### src/rvalu_pkg.sv
`default_nettype none
// ----------------------------------------------------------------------------
// rvalu_pkg: shared types and constants for the RV32I ALU execute block
// Decoded-operation record, opcode and funct codes, register file and queue
// sizing.
// ----------------------------------------------------------------------------
package rvalu_pkg;

    // Architectural register count (16..32); indexes at or above it are illegal.
    localparam int REG_COUNT = 32;
    localparam int RF_IDX_W  = $clog2(REG_COUNT);
    localparam logic [5:0] REG_LIMIT = 6'(REG_COUNT);

    // Decoupling queue between decode and execute
    localparam int QUEUE_DEPTH = 2;
    localparam int QPTR_W      = (QUEUE_DEPTH > 1) ? $clog2(QUEUE_DEPTH) : 1;
    localparam int QCNT_W      = $clog2(QUEUE_DEPTH + 1);

    // Major opcodes
    localparam logic [6:0] OPC_OP_IMM = 7'h13;
    localparam logic [6:0] OPC_OP     = 7'h33;
    localparam logic [6:0] OPC_LUI    = 7'h37;
    localparam logic [6:0] OPC_AUIPC  = 7'h17;

    // funct7 patterns
    localparam logic [6:0] F7_BASE = 7'h00;
    localparam logic [6:0] F7_ALT  = 7'h20;

    // funct3 ALU codes
    localparam logic [2:0] F3_ADD  = 3'd0;
    localparam logic [2:0] F3_SLL  = 3'd1;
    localparam logic [2:0] F3_SLT  = 3'd2;
    localparam logic [2:0] F3_SLTU = 3'd3;
    localparam logic [2:0] F3_XOR  = 3'd4;
    localparam logic [2:0] F3_SR   = 3'd5;
    localparam logic [2:0] F3_OR   = 3'd6;
    localparam logic [2:0] F3_AND  = 3'd7;

    // Operand A source
    localparam logic [1:0] ASEL_RS1  = 2'd0;
    localparam logic [1:0] ASEL_PC   = 2'd1;
    localparam logic [1:0] ASEL_ZERO = 2'd2;

    typedef struct packed {
        logic [31:0] pc;
        logic [4:0]  rd;
        logic [4:0]  rs1;
        logic [4:0]  rs2;
        logic [2:0]  funct3;
        logic        alt;      // SUB / arithmetic right shift
        logic [1:0]  a_sel;
        logic        b_imm;    // operand B from immediate, else rs2
        logic [31:0] imm;
        logic        bad;
    } rvalu_op_t;

    typedef struct packed {
        logic      valid;
        rvalu_op_t op;
    } rvalu_slot_t;

endpackage

`default_nettype wire

### src/rvalu_front.sv
`default_nettype none
// ----------------------------------------------------------------------------
// rvalu_front: instruction accept and decode
// Holds the program counter, classifies each instruction word and pushes the
// decoded operation into the queue.
// ----------------------------------------------------------------------------
module rvalu_front (
    input  wire logic                  clk,
    input  wire logic                  rst_n,
    input  wire logic                  cfg_we,
    input  wire logic [31:0]           cfg_wdata,
    input  wire logic                  instr_valid,
    output logic                       instr_stall,
    input  wire logic [31:0]           instruction_word,
    input  wire logic                  queue_full,
    output rvalu_pkg::rvalu_slot_t     push
);
    import rvalu_pkg::*;

    logic [31:0] pc_reg;
    logic [31:0] pc_next;
    logic        accept;

    logic [6:0]  opc;
    logic [4:0]  rd;
    logic [2:0]  f3;
    logic [4:0]  rs1;
    logic [4:0]  rs2;
    logic [6:0]  f7;
    logic        rs1_oor;
    logic        rs2_oor;
    logic        rd_oor;
    rvalu_op_t   dec;

    assign instr_stall = queue_full;
    assign accept      = instr_valid && !queue_full;

    assign opc = instruction_word[6:0];
    assign rd  = instruction_word[11:7];
    assign f3  = instruction_word[14:12];
    assign rs1 = instruction_word[19:15];
    assign rs2 = instruction_word[24:20];
    assign f7  = instruction_word[31:25];

    assign rs1_oor = {1'b0, rs1} >= REG_LIMIT;
    assign rs2_oor = {1'b0, rs2} >= REG_LIMIT;
    assign rd_oor  = {1'b0, rd}  >= REG_LIMIT;

    always_comb
    begin
        dec        = '0;
        dec.pc     = pc_reg;
        dec.rd     = rd;
        dec.rs1    = rs1;
        dec.rs2    = rs2;
        dec.funct3 = F3_ADD;
        dec.a_sel  = ASEL_ZERO;
        dec.b_imm  = 1'b1;
        dec.imm    = {instruction_word[31:12], 12'h000};
        unique case (opc)
            OPC_OP_IMM:
            begin
                dec.funct3 = f3;
                dec.a_sel  = ASEL_RS1;
                dec.imm    = {{20{instruction_word[31]}}, instruction_word[31:20]};
                dec.alt    = (f3 == F3_SR) && (f7 == F7_ALT);
                // shift immediates must carry a clean funct7
                if (f3 == F3_SLL && f7 != F7_BASE)
                    dec.bad = 1'b1;
                if (f3 == F3_SR && f7 != F7_BASE && f7 != F7_ALT)
                    dec.bad = 1'b1;
                if (rs1_oor)
                    dec.bad = 1'b1;
            end
            OPC_OP:
            begin
                dec.funct3 = f3;
                dec.a_sel  = ASEL_RS1;
                dec.b_imm  = 1'b0;
                dec.alt    = (f7 == F7_ALT) && (f3 == F3_ADD || f3 == F3_SR);
                if (f7 != F7_BASE && !dec.alt)
                    dec.bad = 1'b1;
                if (rs1_oor || rs2_oor)
                    dec.bad = 1'b1;
            end
            OPC_LUI:
            begin
                dec.a_sel = ASEL_ZERO;
            end
            OPC_AUIPC:
            begin
                dec.a_sel = ASEL_PC;
            end
            default:
            begin
                dec.bad = 1'b1;
            end
        endcase
        if (rd_oor)
            dec.bad = 1'b1;
    end

    assign push.valid = accept;
    assign push.op    = dec;

    always_comb
    begin
        pc_next = pc_reg;
        if (cfg_we)
            pc_next = cfg_wdata;
        else if (accept)
            pc_next = pc_reg + 32'd4;
    end

    always_ff @(posedge clk or negedge rst_n)
    begin
        if (!rst_n)
            pc_reg <= '0;
        else
            pc_reg <= pc_next;
    end

endmodule

`default_nettype wire

### src/rvalu_queue.sv
`default_nettype none
// ----------------------------------------------------------------------------
// rvalu_queue: decoupling queue
// Small FIFO of decoded operations between decode and execute.
// ----------------------------------------------------------------------------
module rvalu_queue (
    input  wire logic                  clk,
    input  wire logic                  rst_n,
    input  wire rvalu_pkg::rvalu_slot_t push,
    output logic                       full,
    output rvalu_pkg::rvalu_slot_t     head,
    input  wire logic                  pop
);
    import rvalu_pkg::*;

    rvalu_op_t          entry_reg [QUEUE_DEPTH];
    logic [QPTR_W-1:0]  wr_ptr_reg;
    logic [QPTR_W-1:0]  wr_ptr_next;
    logic [QPTR_W-1:0]  rd_ptr_reg;
    logic [QPTR_W-1:0]  rd_ptr_next;
    logic [QCNT_W-1:0]  count_reg;
    logic [QCNT_W-1:0]  count_next;
    logic               do_push;
    logic               do_pop;

    assign full       = count_reg == QCNT_W'(QUEUE_DEPTH);
    assign head.valid = count_reg != '0;
    assign head.op    = entry_reg[rd_ptr_reg];
    assign do_push    = push.valid && !full;
    assign do_pop     = pop && head.valid;

    always_comb
    begin
        wr_ptr_next = wr_ptr_reg;
        rd_ptr_next = rd_ptr_reg;
        count_next  = count_reg;
        if (do_push)
            wr_ptr_next = (wr_ptr_reg == QPTR_W'(QUEUE_DEPTH - 1)) ? '0
                                                                  : wr_ptr_reg + 1'b1;
        if (do_pop)
            rd_ptr_next = (rd_ptr_reg == QPTR_W'(QUEUE_DEPTH - 1)) ? '0
                                                                  : rd_ptr_reg + 1'b1;
        if (do_push && !do_pop)
            count_next = count_reg + QCNT_W'(1);
        else if (do_pop && !do_push)
            count_next = count_reg - QCNT_W'(1);
    end

    always_ff @(posedge clk or negedge rst_n)
    begin
        if (!rst_n)
        begin
            wr_ptr_reg <= '0;
            rd_ptr_reg <= '0;
            count_reg  <= '0;
        end
        else
        begin
            wr_ptr_reg <= wr_ptr_next;
            rd_ptr_reg <= rd_ptr_next;
            count_reg  <= count_next;
        end
    end

    always_ff @(posedge clk)
    begin
        if (do_push)
            entry_reg[wr_ptr_reg] <= push.op;
    end

endmodule

`default_nettype wire

### src/rvalu_back.sv
`default_nettype none
// ----------------------------------------------------------------------------
// rvalu_back: register file read, ALU, writeback and result register
// Registered register file read with one-entry write forwarding, then the
// ALU feeding the output register.
// ----------------------------------------------------------------------------
module rvalu_back (
    input  wire logic                  clk,
    input  wire logic                  rst_n,
    input  wire rvalu_pkg::rvalu_slot_t head,
    output logic                       pop,
    output logic                       result_valid,
    input  wire logic                  result_stall,
    output logic [31:0]                instruction_pc,
    output logic [4:0]                 dest_index,
    output logic [31:0]                write_value,
    output logic                       write_enable,
    output logic                       illegal_flag
);
    import rvalu_pkg::*;

    // register file (x0 never written), valid bits stand in for reset-to-zero
    logic [31:0]          rf_mem_reg [REG_COUNT];
    logic [REG_COUNT-1:0] rf_valid_reg;
    logic [31:0]          rd1_reg;
    logic [31:0]          rd2_reg;

    // last write, forwarded to the execute stage
    logic                 fwd_valid_reg;
    logic [4:0]           fwd_idx_reg;
    logic [31:0]          fwd_data_reg;

    logic                 exe_valid_reg;
    rvalu_op_t            exe_op_reg;

    logic                 out_valid_reg;
    logic [31:0]          out_pc_reg;
    logic [4:0]           out_rd_reg;
    logic [31:0]          out_value_reg;
    logic                 out_we_reg;
    logic                 out_bad_reg;

    logic                 out_adv;
    logic                 exe_fire;
    logic                 rf_we;
    logic [RF_IDX_W-1:0]  rs1_idx;
    logic [RF_IDX_W-1:0]  rs2_idx;
    logic [RF_IDX_W-1:0]  rd_idx;
    logic [31:0]          src1;
    logic [31:0]          src2;
    logic [31:0]          op_a;
    logic [31:0]          op_b;
    logic [31:0]          alu_out;
    logic [31:0]          value;
    logic                 we;

    assign out_adv  = !out_valid_reg || !result_stall;
    assign exe_fire = exe_valid_reg && out_adv;
    assign pop      = head.valid && (!exe_valid_reg || out_adv);

    assign rs1_idx = head.op.rs1[RF_IDX_W-1:0];
    assign rs2_idx = head.op.rs2[RF_IDX_W-1:0];
    assign rd_idx  = exe_op_reg.rd[RF_IDX_W-1:0];

    // source operands: x0 reads zero, newest write wins
    always_comb
    begin
        if (exe_op_reg.rs1 == 5'd0)
            src1 = '0;
        else if (fwd_valid_reg && fwd_idx_reg == exe_op_reg.rs1)
            src1 = fwd_data_reg;
        else
            src1 = rd1_reg;
        if (exe_op_reg.rs2 == 5'd0)
            src2 = '0;
        else if (fwd_valid_reg && fwd_idx_reg == exe_op_reg.rs2)
            src2 = fwd_data_reg;
        else
            src2 = rd2_reg;
    end

    always_comb
    begin
        unique case (exe_op_reg.a_sel)
            ASEL_RS1: op_a = src1;
            ASEL_PC:  op_a = exe_op_reg.pc;
            default:  op_a = '0;
        endcase
        op_b = exe_op_reg.b_imm ? exe_op_reg.imm : src2;
    end

    always_comb
    begin
        unique case (exe_op_reg.funct3)
            F3_ADD:  alu_out = exe_op_reg.alt ? op_a - op_b : op_a + op_b;
            F3_SLL:  alu_out = op_a << op_b[4:0];
            F3_SLT:  alu_out = {31'd0, $signed(op_a) < $signed(op_b)};
            F3_SLTU: alu_out = {31'd0, op_a < op_b};
            F3_XOR:  alu_out = op_a ^ op_b;
            F3_SR:   alu_out = exe_op_reg.alt ? 32'($signed(op_a) >>> op_b[4:0])
                                              : op_a >> op_b[4:0];
            F3_OR:   alu_out = op_a | op_b;
            F3_AND:  alu_out = op_a & op_b;
            default: alu_out = '0;
        endcase
    end

    assign value = exe_op_reg.bad ? 32'd0 : alu_out;
    assign we    = !exe_op_reg.bad && exe_op_reg.rd != 5'd0;
    assign rf_we = exe_fire && we;

    always_ff @(posedge clk or negedge rst_n)
    begin
        if (!rst_n)
        begin
            exe_valid_reg <= 1'b0;
            out_valid_reg <= 1'b0;
            fwd_valid_reg <= 1'b0;
            rf_valid_reg  <= '0;
        end
        else
        begin
            if (pop)
                exe_valid_reg <= 1'b1;
            else if (out_adv)
                exe_valid_reg <= 1'b0;
            if (out_adv)
                out_valid_reg <= exe_valid_reg;
            if (rf_we)
            begin
                fwd_valid_reg        <= 1'b1;
                rf_valid_reg[rd_idx] <= 1'b1;
            end
        end
    end

    // payload registers
    always_ff @(posedge clk)
    begin
        if (pop)
        begin
            exe_op_reg <= head.op;
            rd1_reg    <= rf_valid_reg[rs1_idx] ? rf_mem_reg[rs1_idx] : 32'd0;
            rd2_reg    <= rf_valid_reg[rs2_idx] ? rf_mem_reg[rs2_idx] : 32'd0;
        end
        if (rf_we)
        begin
            rf_mem_reg[rd_idx] <= value;
            fwd_idx_reg        <= exe_op_reg.rd;
            fwd_data_reg       <= value;
        end
        if (exe_fire)
        begin
            out_pc_reg    <= exe_op_reg.pc;
            out_rd_reg    <= exe_op_reg.rd;
            out_value_reg <= value;
            out_we_reg    <= we;
            out_bad_reg   <= exe_op_reg.bad;
        end
    end

    assign result_valid   = out_valid_reg;
    assign instruction_pc = out_pc_reg;
    assign dest_index     = out_rd_reg;
    assign write_value    = out_value_reg;
    assign write_enable   = out_we_reg;
    assign illegal_flag   = out_bad_reg;

endmodule

`default_nettype wire

### src/rv32i_integer_alu_execute.sv
`default_nettype none
// ----------------------------------------------------------------------------
// rv32i_integer_alu_execute: RV32I integer ALU execute block
// Executes OP-IMM, OP, LUI and AUIPC against a 32 x 32 register file and
// reports one result transaction per instruction.
// ----------------------------------------------------------------------------
//
//  Channel  | Handshake                  | Payload
//  ---------+----------------------------+---------------------------------
//  instr    | instr_valid / instr_stall  | instruction_word
//  result   | result_valid / result_stall| instruction_pc, dest_index,
//           |                            | write_value, write_enable,
//           |                            | illegal_flag
//  cfg      | cfg_we (no wait)           | cfg_wdata = start_address
//
//  One instruction per cycle sustained while result_stall is low. The result
//  register loads in order after the queue write at the accepting edge and
//  the register file read, taking the ALU result.
//  The register file read port is registered; the most recent write is
//  forwarded into the ALU so dependent instructions issue back to back.
//  Reset clears the pc to zero and marks every register as zero via
//  per-entry valid bits. A stalled result holds the execute stage; the
//  two-entry queue keeps accepting until full, then instr_stall rises.
//
module rv32i_integer_alu_execute (
    input  wire logic        clk,
    input  wire logic        rst_n,
    input  wire logic        cfg_we,
    input  wire logic [31:0] cfg_wdata,
    input  wire logic        instr_valid,
    output logic             instr_stall,
    input  wire logic [31:0] instruction_word,
    output logic             result_valid,
    input  wire logic        result_stall,
    output logic [31:0]      instruction_pc,
    output logic [4:0]       dest_index,
    output logic [31:0]      write_value,
    output logic             write_enable,
    output logic             illegal_flag
);
    import rvalu_pkg::*;

    rvalu_slot_t push;
    rvalu_slot_t head;
    logic        queue_full;
    logic        pop;

    // decode: owns the pc, classifies the instruction
    rvalu_front u_front (
        .clk              (clk),
        .rst_n            (rst_n),
        .cfg_we           (cfg_we),
        .cfg_wdata        (cfg_wdata),
        .instr_valid      (instr_valid),
        .instr_stall      (instr_stall),
        .instruction_word (instruction_word),
        .queue_full       (queue_full),
        .push             (push)
    );

    // decouples decode from execute stalls
    rvalu_queue u_queue (
        .clk   (clk),
        .rst_n (rst_n),
        .push  (push),
        .full  (queue_full),
        .head  (head),
        .pop   (pop)
    );

    // register file, ALU, writeback, result register
    rvalu_back u_back (
        .clk            (clk),
        .rst_n          (rst_n),
        .head           (head),
        .pop            (pop),
        .result_valid   (result_valid),
        .result_stall   (result_stall),
        .instruction_pc (instruction_pc),
        .dest_index     (dest_index),
        .write_value    (write_value),
        .write_enable   (write_enable),
        .illegal_flag   (illegal_flag)
    );

endmodule

`default_nettype wire
### config.mk
export PLATFORM = sky130hd
export DESIGN_NAME = rv32i_integer_alu_execute
export DESIGN_NICKNAME = d
export VERILOG_FILES = /design/src/rvalu_pkg.sv /design/src/rvalu_front.sv /design/src/rvalu_queue.sv /design/src/rvalu_back.sv /design/src/rv32i_integer_alu_execute.sv
export SDC_FILE = /design/constraint.sdc
export NUM_CORES = 2
export LEC_CHECK = 0
export BUFFER_PORTS_ARGS = -buffer_cell sky130_fd_sc_hd__buf_2
export CAP_MARGIN = 10
export CORE_MARGIN = 2
export CORE_UTILIZATION = 49
export CTS_CLUSTER_DIAMETER = 150
export DETAILED_ROUTE_END_ITERATION = 10
export GPL_TIMING_DRIVEN = 0
export PLACE_DENSITY = 0.7
export SYNTH_ARGS = -nofsm -noshare
export SYNTH_HDL_FRONTEND = slang
export SYNTH_SLANG_ARGS = --single-unit
### constraint.sdc
create_clock -name clk -period 13.73 [get_ports clk]
set_input_delay 2.746 -clock clk [delete_from_list [all_inputs] [get_ports clk]]
set_output_delay 2.746 -clock clk [all_outputs]
set_load 0.02 [all_outputs]
Word-level counts from Yosys, hierarchy flattened:

Memories as Yosys holds them, arrays and structs flattened. A register that Yosys moved wholly into a read port is not among the register bits.
Cells that the tools add are included.

* memories kept: 2
* word-level logic and storage cells: 146
* bits in writable memories: 1198
* bits of input ports: 69
* output and inout bits: 73
* register bits: 266

* magnitude comparators: 6
* reduce and logical (&&, ||, !) cells: 44
* bitwise operators: 4
* shift-type cells: 3
* muxes and demuxes: 36
* equal/unequal tests: 19
* add/subtract/negate cells: 7

Memory list
* u_back.rf_mem_reg: words 32, width 32, read ports 2, clocked after Yosys merged registers in 2, wr ports 1, RTL line rvalu_back.sv:23 `logic [31:0] rf_mem_reg [REG_COUNT];`
* u_queue.entry_reg: words 2, width 87, read ports 1, clocked after Yosys merged registers in 0, wr ports 1, RTL line rvalu_queue.sv:16 `rvalu_op_t entry_reg [QUEUE_DEPTH];`

Operator list (number)
* 2-to-1 mux 32 bit: 10
* case mux 32 bit (8 select lines): 1
* less-than comparator 32 bit: 2
* OR 32 bit: 2
* case mux 32 bit (2 select lines): 1
* adder 32 x 3 -> 32 bit (second input constant): 1
* adder 32 bit: 1
* AND 32 bit: 1
* left shift 32 x 5 -> 32 bit: 1
* right shift 32 x 5 -> 32 bit: 1
* >>> shifter 32 x 5 -> 32 bit: 1
* subtractor 32 bit: 1
* XOR 32 bit: 1
* 2-to-1 mux 31 bit: 1
* == test 7 x 6 -> 1 bit (second input constant): 3
* logical AND 1 bit: 18
* less-than comparator 5 x 6 -> 1 bit (second input constant): 3
* == test 3 bit (second input constant): 5
* 2-to-1 mux 1 bit: 15
* == test 7 x 5 -> 1 bit (second input constant): 2
* binary-select mux 1 bit (select 5 bit): 2
* == test 5 bit: 2
* zero test 1 bit: 10
* zero test 5 bit: 2
* 21 further kinds: 32

Depth between registers and ports, before layout:

* depth after elaboration: 9
* depth in mapped cells: 22
* mapped depth without buffers: 18

Modules after synthesis:

Synthesis repeated with hierarchy kept, for this count alone.

* cell total of the unflattened synthesis: 4491
* area total of the unflattened synthesis: 75631.3 um^2

By module, submodules not included
* rvalu_back: times used 1, seq. area each 39402.8 um^2, cells each 3918, area an instance 66737.8 um^2
* rvalu_queue: times used 1, seq. area each 5325.1 um^2, cells each 290, area an instance 6552.5 um^2
* rvalu_front: times used 1, seq. area each 800.8 um^2, cells each 283, area an instance 2341.0 um^2

Least setup slack after synthesis:

OpenSTA, ideal clock, no wires.

* path type: input -> register
* from: input port result_stall
* to: memory u_back.rf_mem_reg[14][0], enable pin
* path buffers: 1
* library setup time: 422 ps
* arrival time: 7896 ps
* cell stages on the path: 6
* slack: 5412 ps
* required time: 13308 ps
* path through: nand2_1 > and2_1 > and2_1 > clkbuf_1 > nand3b_1 > nor2_1

* word-level cells in the longest chain between the ends: 6

RTL lines
* start: declaration: RTL line rv32i_integer_alu_execute.sv:34 `input wire logic result_stall,`
* zero test 1 bit: RTL line rvalu_back.sv:57 `assign out_adv = !out_valid_reg || !result_stall;`
* logical OR 1 bit: RTL line rvalu_back.sv:57
* logical AND 1 bit: RTL line rvalu_back.sv:58 `assign exe_fire = exe_valid_reg && out_adv;`
* named net u_back.exe_fire: RTL line rvalu_back.sv:44 `logic exe_fire;`
* logical AND 1 bit: RTL line rvalu_back.sv:110 `assign rf_we = exe_fire && we;`
* named net u_back.rf_we: RTL line rvalu_back.sv:45 `logic rf_we;`
* 2-to-1 mux 1 bit: RTL line rvalu_back.sv:146 `if (rf_we)`
* 2-to-1 mux 1 bit (implied by the code): RTL line rvalu_back.sv:148 `rf_mem_reg[rd_idx] <= value;`
* end: declaration: RTL line rvalu_back.sv:23

The timed path passes the listed nets, and every way through them passes these cells.

Worst setup path in the final report:

* from: register u_back.exe_op_reg[43] in the netlist's numbering
* to: memory u_back.rf_mem_reg[15][30], data pin

* word-level cells in the longest chain between the ends: 9
* elaborated cells on any way between the ends: 18
* those cells by class: add/sub (2); eq/ne (1); shift (3); mux (7); bitwise (3); reduce/logical (2)

RTL lines
* start: declaration: RTL line rvalu_back.sv:34 `rvalu_op_t exe_op_reg;`
* start signal: assignment: RTL line rvalu_back.sv:142 `exe_op_reg <= head.op;`
* == test 5 bit: RTL line rvalu_back.sv:76 `else if (fwd_valid_reg && fwd_idx_reg == exe_op_reg.rs2)`
* logical AND 1 bit: RTL line rvalu_back.sv:76
* 2-to-1 mux 32 bit: RTL line rvalu_back.sv:76
* 2-to-1 mux 32 bit (*): RTL line rvalu_back.sv:74 `if (exe_op_reg.rs2 == 5'd0)`
* 2-to-1 mux 32 bit (*): RTL line rvalu_back.sv:89 `op_b = exe_op_reg.b_imm ? exe_op_reg.imm : src2;`
* adder 32 bit (tied with other cells): RTL line rvalu_back.sv:95 `F3_ADD: alu_out = exe_op_reg.alt ? op_a - op_b : op_a + op_b;`
* 2-to-1 mux 32 bit, on equally long branches: RTL line rvalu_back.sv:95, rvalu_back.sv:100
* case mux 32 bit (8 select lines) (*): RTL line rvalu_back.sv:94 `unique case (exe_op_reg.funct3)`
* 2-to-1 mux 32 bit (*): RTL line rvalu_back.sv:108 `assign value = exe_op_reg.bad ? 32'd0 : alu_out;`
* named net u_back.value[30]: RTL line rvalu_back.sv:54 `logic [31:0] value;`

Mark *: on every way through the listed nets, which the timed path passes. The rest lies on a longest branch.

==> results by group <==
Critical path
  • Setup CP Type: flip-flop to flip-flop
  • CP startpoint kind: flip-flop
  • Reg2reg path depth: 19
  • Reg2reg start: u_back.exe_op_reg[43]$_DFFE_PP_
  • Setup slack, reg-to-reg: between 4000 and 5000 ps
  • Critical Path, Cell by Cell: or4_1, o21ba_1, buf_4, and4_4, a311oi_4, clkbuf_1, clkbuf_1, ha_1, clkbuf_1, a221oi_1, o221ai_1, o211ai_1, a31oi_1, o211ai_1, o21ai_1, o2111a_1, o311a_1, a211oi_4, buf_8
  • Slowest-stage cell, CP: a211oi_4
  • Worst stage delay on the critical path: 870 ps
  • CP Capture Type: flip-flop
  • WP data arrival: 9330 ps
  • Critical path required time: 14,310 ps
  • Reg2Reg Capture Point: u_back.rf_mem_reg[15][30]$_DFFE_PP_
  • CP dominant cell by count: clkbuf_1
  • Worst-path fanout max: 16

Clock tree
  • CTS Buffer Depth: 3
  • Postcts setup bufs: 0
  • Root Buffer Master: clkbuf_16
  • Post-CTS sizing: 0
  • Cts hold-fix bufs: 0
  • CTS Buf Count: 163
  • CTS tree: done
  • Clock sink count: 1,528
  • Clock H-tree levels: 4
  • Clk_lat worst skew: between 800 and 900 ps
  • Worst-path clk slew: 60 ps

Global route
  • Initial antenna violation count: 19
  • First-pass GRT wire length: around 490 mm
  • Total track usage: 0.432
  • Number of global-route vias before repair: 64,600
  • Largest net degree at the start of global routing: 102
  • GRT Residual Overflow: 0

Timing
  • Skew final: 120 ps
  • Worst slew margin: 0.0450
  • Clock period minus final worst setup slack: between 8000 and 9000 ps
  • Final Cycle Share: 0.637
  • Max frequency: 114 MHz
  • RSZ-0062 raised after global routing: no
  • Max-slew violation total from the final report: 0
  • PnR worst setup slack: 4980 ps
  • Worst Max-Slew Pin Slew: around 1400 ps
  • Final setup fails: 0
  • Setup TNS: 0 ps
  • Final hold vios: 0

Placed design
  • Worst slack at placement: 5460 ps
  • Port-buffer cells: 140
  • Routability congestion estimate: 1.11
  • Post-detail-place hpwl: 274 mm
  • Dpl cell area: 0.0844 mm²

Routing
  • Met3 WL: 47.8 mm
  • DR WL met2: ~150 mm
  • DRT iter0 DRCs: 12,600
  • Via Count: about 71,000
  • DRC Markers: 0
  • DRT met1 WL: between 100 and 150 mm
  • Top sig layer: met5
  • Sum of routed wire length over all layers: approximately 360 mm
  • First-pass DRT Iterations: 7
  • Drt via density: 6.75
  • DR WL/cell: 34.5 µm
  • Routed Antenna Nets: 0

Floorplanning
  • DIE HEIGHT: between 400 and 500 µm
  • Core area: 0.159 mm²
  • Die area: 0.163 mm²
  • Die W: just over 400 µm
  • Initial Utilization: 0.494
  • Rows: 146
  • I/O Pins: about 140

Cells and area
  • Max reg flops: 1,024
  • Storage cell area: 0.0455 mm²
  • Area growth syn-to-layout: 14.8%
  • Area taken by multi-input logic gates: 0.0308 mm²
  • Cell area after layout: 0.0900 mm²
  • Layout cells sized above 1: 0.0920
  • Nets: 8,435
  • Fillers: 13,500

Synthesis
  • Yosys cell types: 96
  • Post-synthesis cell area: 0.0783 mm²
  • Main synth FF type: edfxtp_1
  • FF+latch count, synth: 1,528
  • Largest cells by area after synthesis: edfxtp_1 56%, nand2_1 11%, nand3_1 7.0%
  • Yosys warns: 0
  • Syn Area/Cell: ~10 µm²
  • Post-synth EDFFs: about 1,500
  • Yosys top cell area share: 0.559
  • Syn Inst Count: 7,815
  • Asr flop ratio synth: 0.0465
  • Seq/Total Area, Yosys: 0.581
  • Top cell type by total area after synthesis: edfxtp_1

Power
  • Peak VDD IR: 0.176 mV
  • Seq pwr share: 0.266
  • Internal: 0.0127 W
  • Switching part of the total power: 0.521
  • Clock power share: 0.169
  • P_sw: between 0.01 and 0.015 W
  • Power density cells: between 200 and 300 mW/mm²
  • Pleak: 33.1 nW
  • Logic pwr share: 0.565

Hold path
  • Worst hold path endpoint: u_back.illegal_flag$_DFFE_PP_
  • Hold Path Class: flip-flop to flip-flop
  • Min-delay src: u_back.exe_op_reg[0]$_DFFE_PP_
  • Hold path depth: 0

Run status
  • Status: complete, no violations

Job
  • Maximum capacitance violations: 0
[placed cells by master (no fill, tap or decap), types with 34 or more instances in the layout]
cell type	n
buf_1	47
clkinv_1	35
mux2_2	103
mux2i_1	156
nand4_1	43
nor3_1	37
buf_12	40
nand2_1	2387
and3_1	146
o211a_1	36
buf_2	168
o21ai_0	127
ha_1	99
nand3_1	1098
a311oi_1	335
clkbuf_16	165
a21o_1	36
edfxtp_1	1457
or2_2	37
dfrtp_1	71
clkbuf_1	547
inv_1	109
a31oi_1	91
xor2_1	39
nor2_4	34
a21oi_1	216
nor2_1	170
[cell usage after synthesis (39+ instances only)]
library cell	number
a21oi_1	219
a311oi_1	336
a31oi_1	93
and3_1	147
buf_1	47
clkbuf_1	518
dfrtp_1	71
edfxtp_1	1457
ha_1	99
inv_1	110
mux2_2	103
mux2i_1	160
nand2_1	2387
nand3_1	1099
nand4_1	43
nor2_1	203
o21ai_0	127
xor2_1	39
[cell families (layout without fill, tap and decap cells)]
| group | Yosys count | in the layout | share of synthesized area |
|---|---|---|---|
| and+or+nand+nor | 4059 | 4059 | 0.224 |
| DFF | 1528 | 1528 | 0.581 |
| AOI/OAI and AO/OA | 1069 | 1069 | 0.0986 |
| buffers and inverters | 720 | 1275 | 0.0357 |
| muxes | 265 | 265 | 0.0357 |
| adders and majority gates | 101 | 101 | 0.0163 |
| xor gates and xnor gates | 72 | 72 | 0.00805 |
| other | 1 | 44 | 0.0000479 |
[layout make-up]
class                      instances  area share
antenna                           12    0.000334
clock buffer                     208      0.0489
sequential                      1528       0.506
clock inverter                    93      0.0112
buffer                           603      0.0262
tap                             2072      0.0288
inverter                         117     0.00499
multi-input combinational       5598       0.342
timing repair buffer             254      0.0313
[metrics by stage]
step	hold slack [ps]	utilization	total power (W)	std cells
after CTS	474	0.567	0.0256	10500
after floorplan	424	-	0.0140	7846
after detailed placement	454	0.532	0.0211	10200
after global routing	485	0.567	0.0268	10500
final	470	0.567	0.0265	10500
after global placement	440	0.516	0.0206	10100
[critical path: cells and delay by family (launching register included)]
family                     cells  cell delay (ps)
buffers and inverters          5             2120
AOI/OAI and AO/OA             11             4760
DFF                            1              430
and+or+nand+nor                2              840
adders and majority gates      1              370
[per-layer routing]
layer  vias up  global-route usage
met1     34700               0.568
met2      5684               0.622
li1      29300                   -
met3      1078               0.135
met4        14               0.267
met5         -                   0
[power by group through the flow]
| stage | clock network, W | logic (W) | registers (W) |
|---|---|---|---|
| after global routing | 0.00465 | 0.0151 | 0.00707 |
| after CTS | 0.00448 | 0.0141 | 0.00702 |
| after floorplan | 0 | 0.00695 | 0.00706 |
| after detailed placement | 0 | 0.0140 | 0.00711 |
| final | 0.00448 | 0.0150 | 0.00706 |
| after global placement | 0 | 0.0132 | 0.00735 |
[how the worst max path moves through the flow]
| stage | from | end | slack, ps | depth (start not counted) |
|---|---|---|---|---|
| 2_1_floorplan | result_stall | u_back.rf_mem_reg[14][0]$_DFFE_PP_ | 5410 | 6 |
| 5_1_grt | u_back.fwd_idx_reg[3]$_DFFE_PP_ | u_back.rf_mem_reg[15][30]$_DFFE_PP_ | 4860 | 18 |
| 3_5_place_dp | u_back.exe_op_reg[43]$_DFFE_PP_ | u_back.rf_mem_reg[7][30]$_DFFE_PP_ | 5460 | 19 |
| 6_report | u_back.exe_op_reg[43]$_DFFE_PP_ | u_back.rf_mem_reg[15][30]$_DFFE_PP_ | 4980 | 19 |
| 4_1_cts | u_back.exe_op_reg[43]$_DFFE_PP_ | u_back.rf_mem_reg[15][30]$_DFFE_PP_ | 5410 | 19 |
| 3_3_place_gp | u_back.exe_op_reg[43]$_DFFE_PP_ | u_back.rf_mem_reg[18][8]$_DFFE_PP_ | -2080 | 16 |
Power figures use the tool's default switching activity.
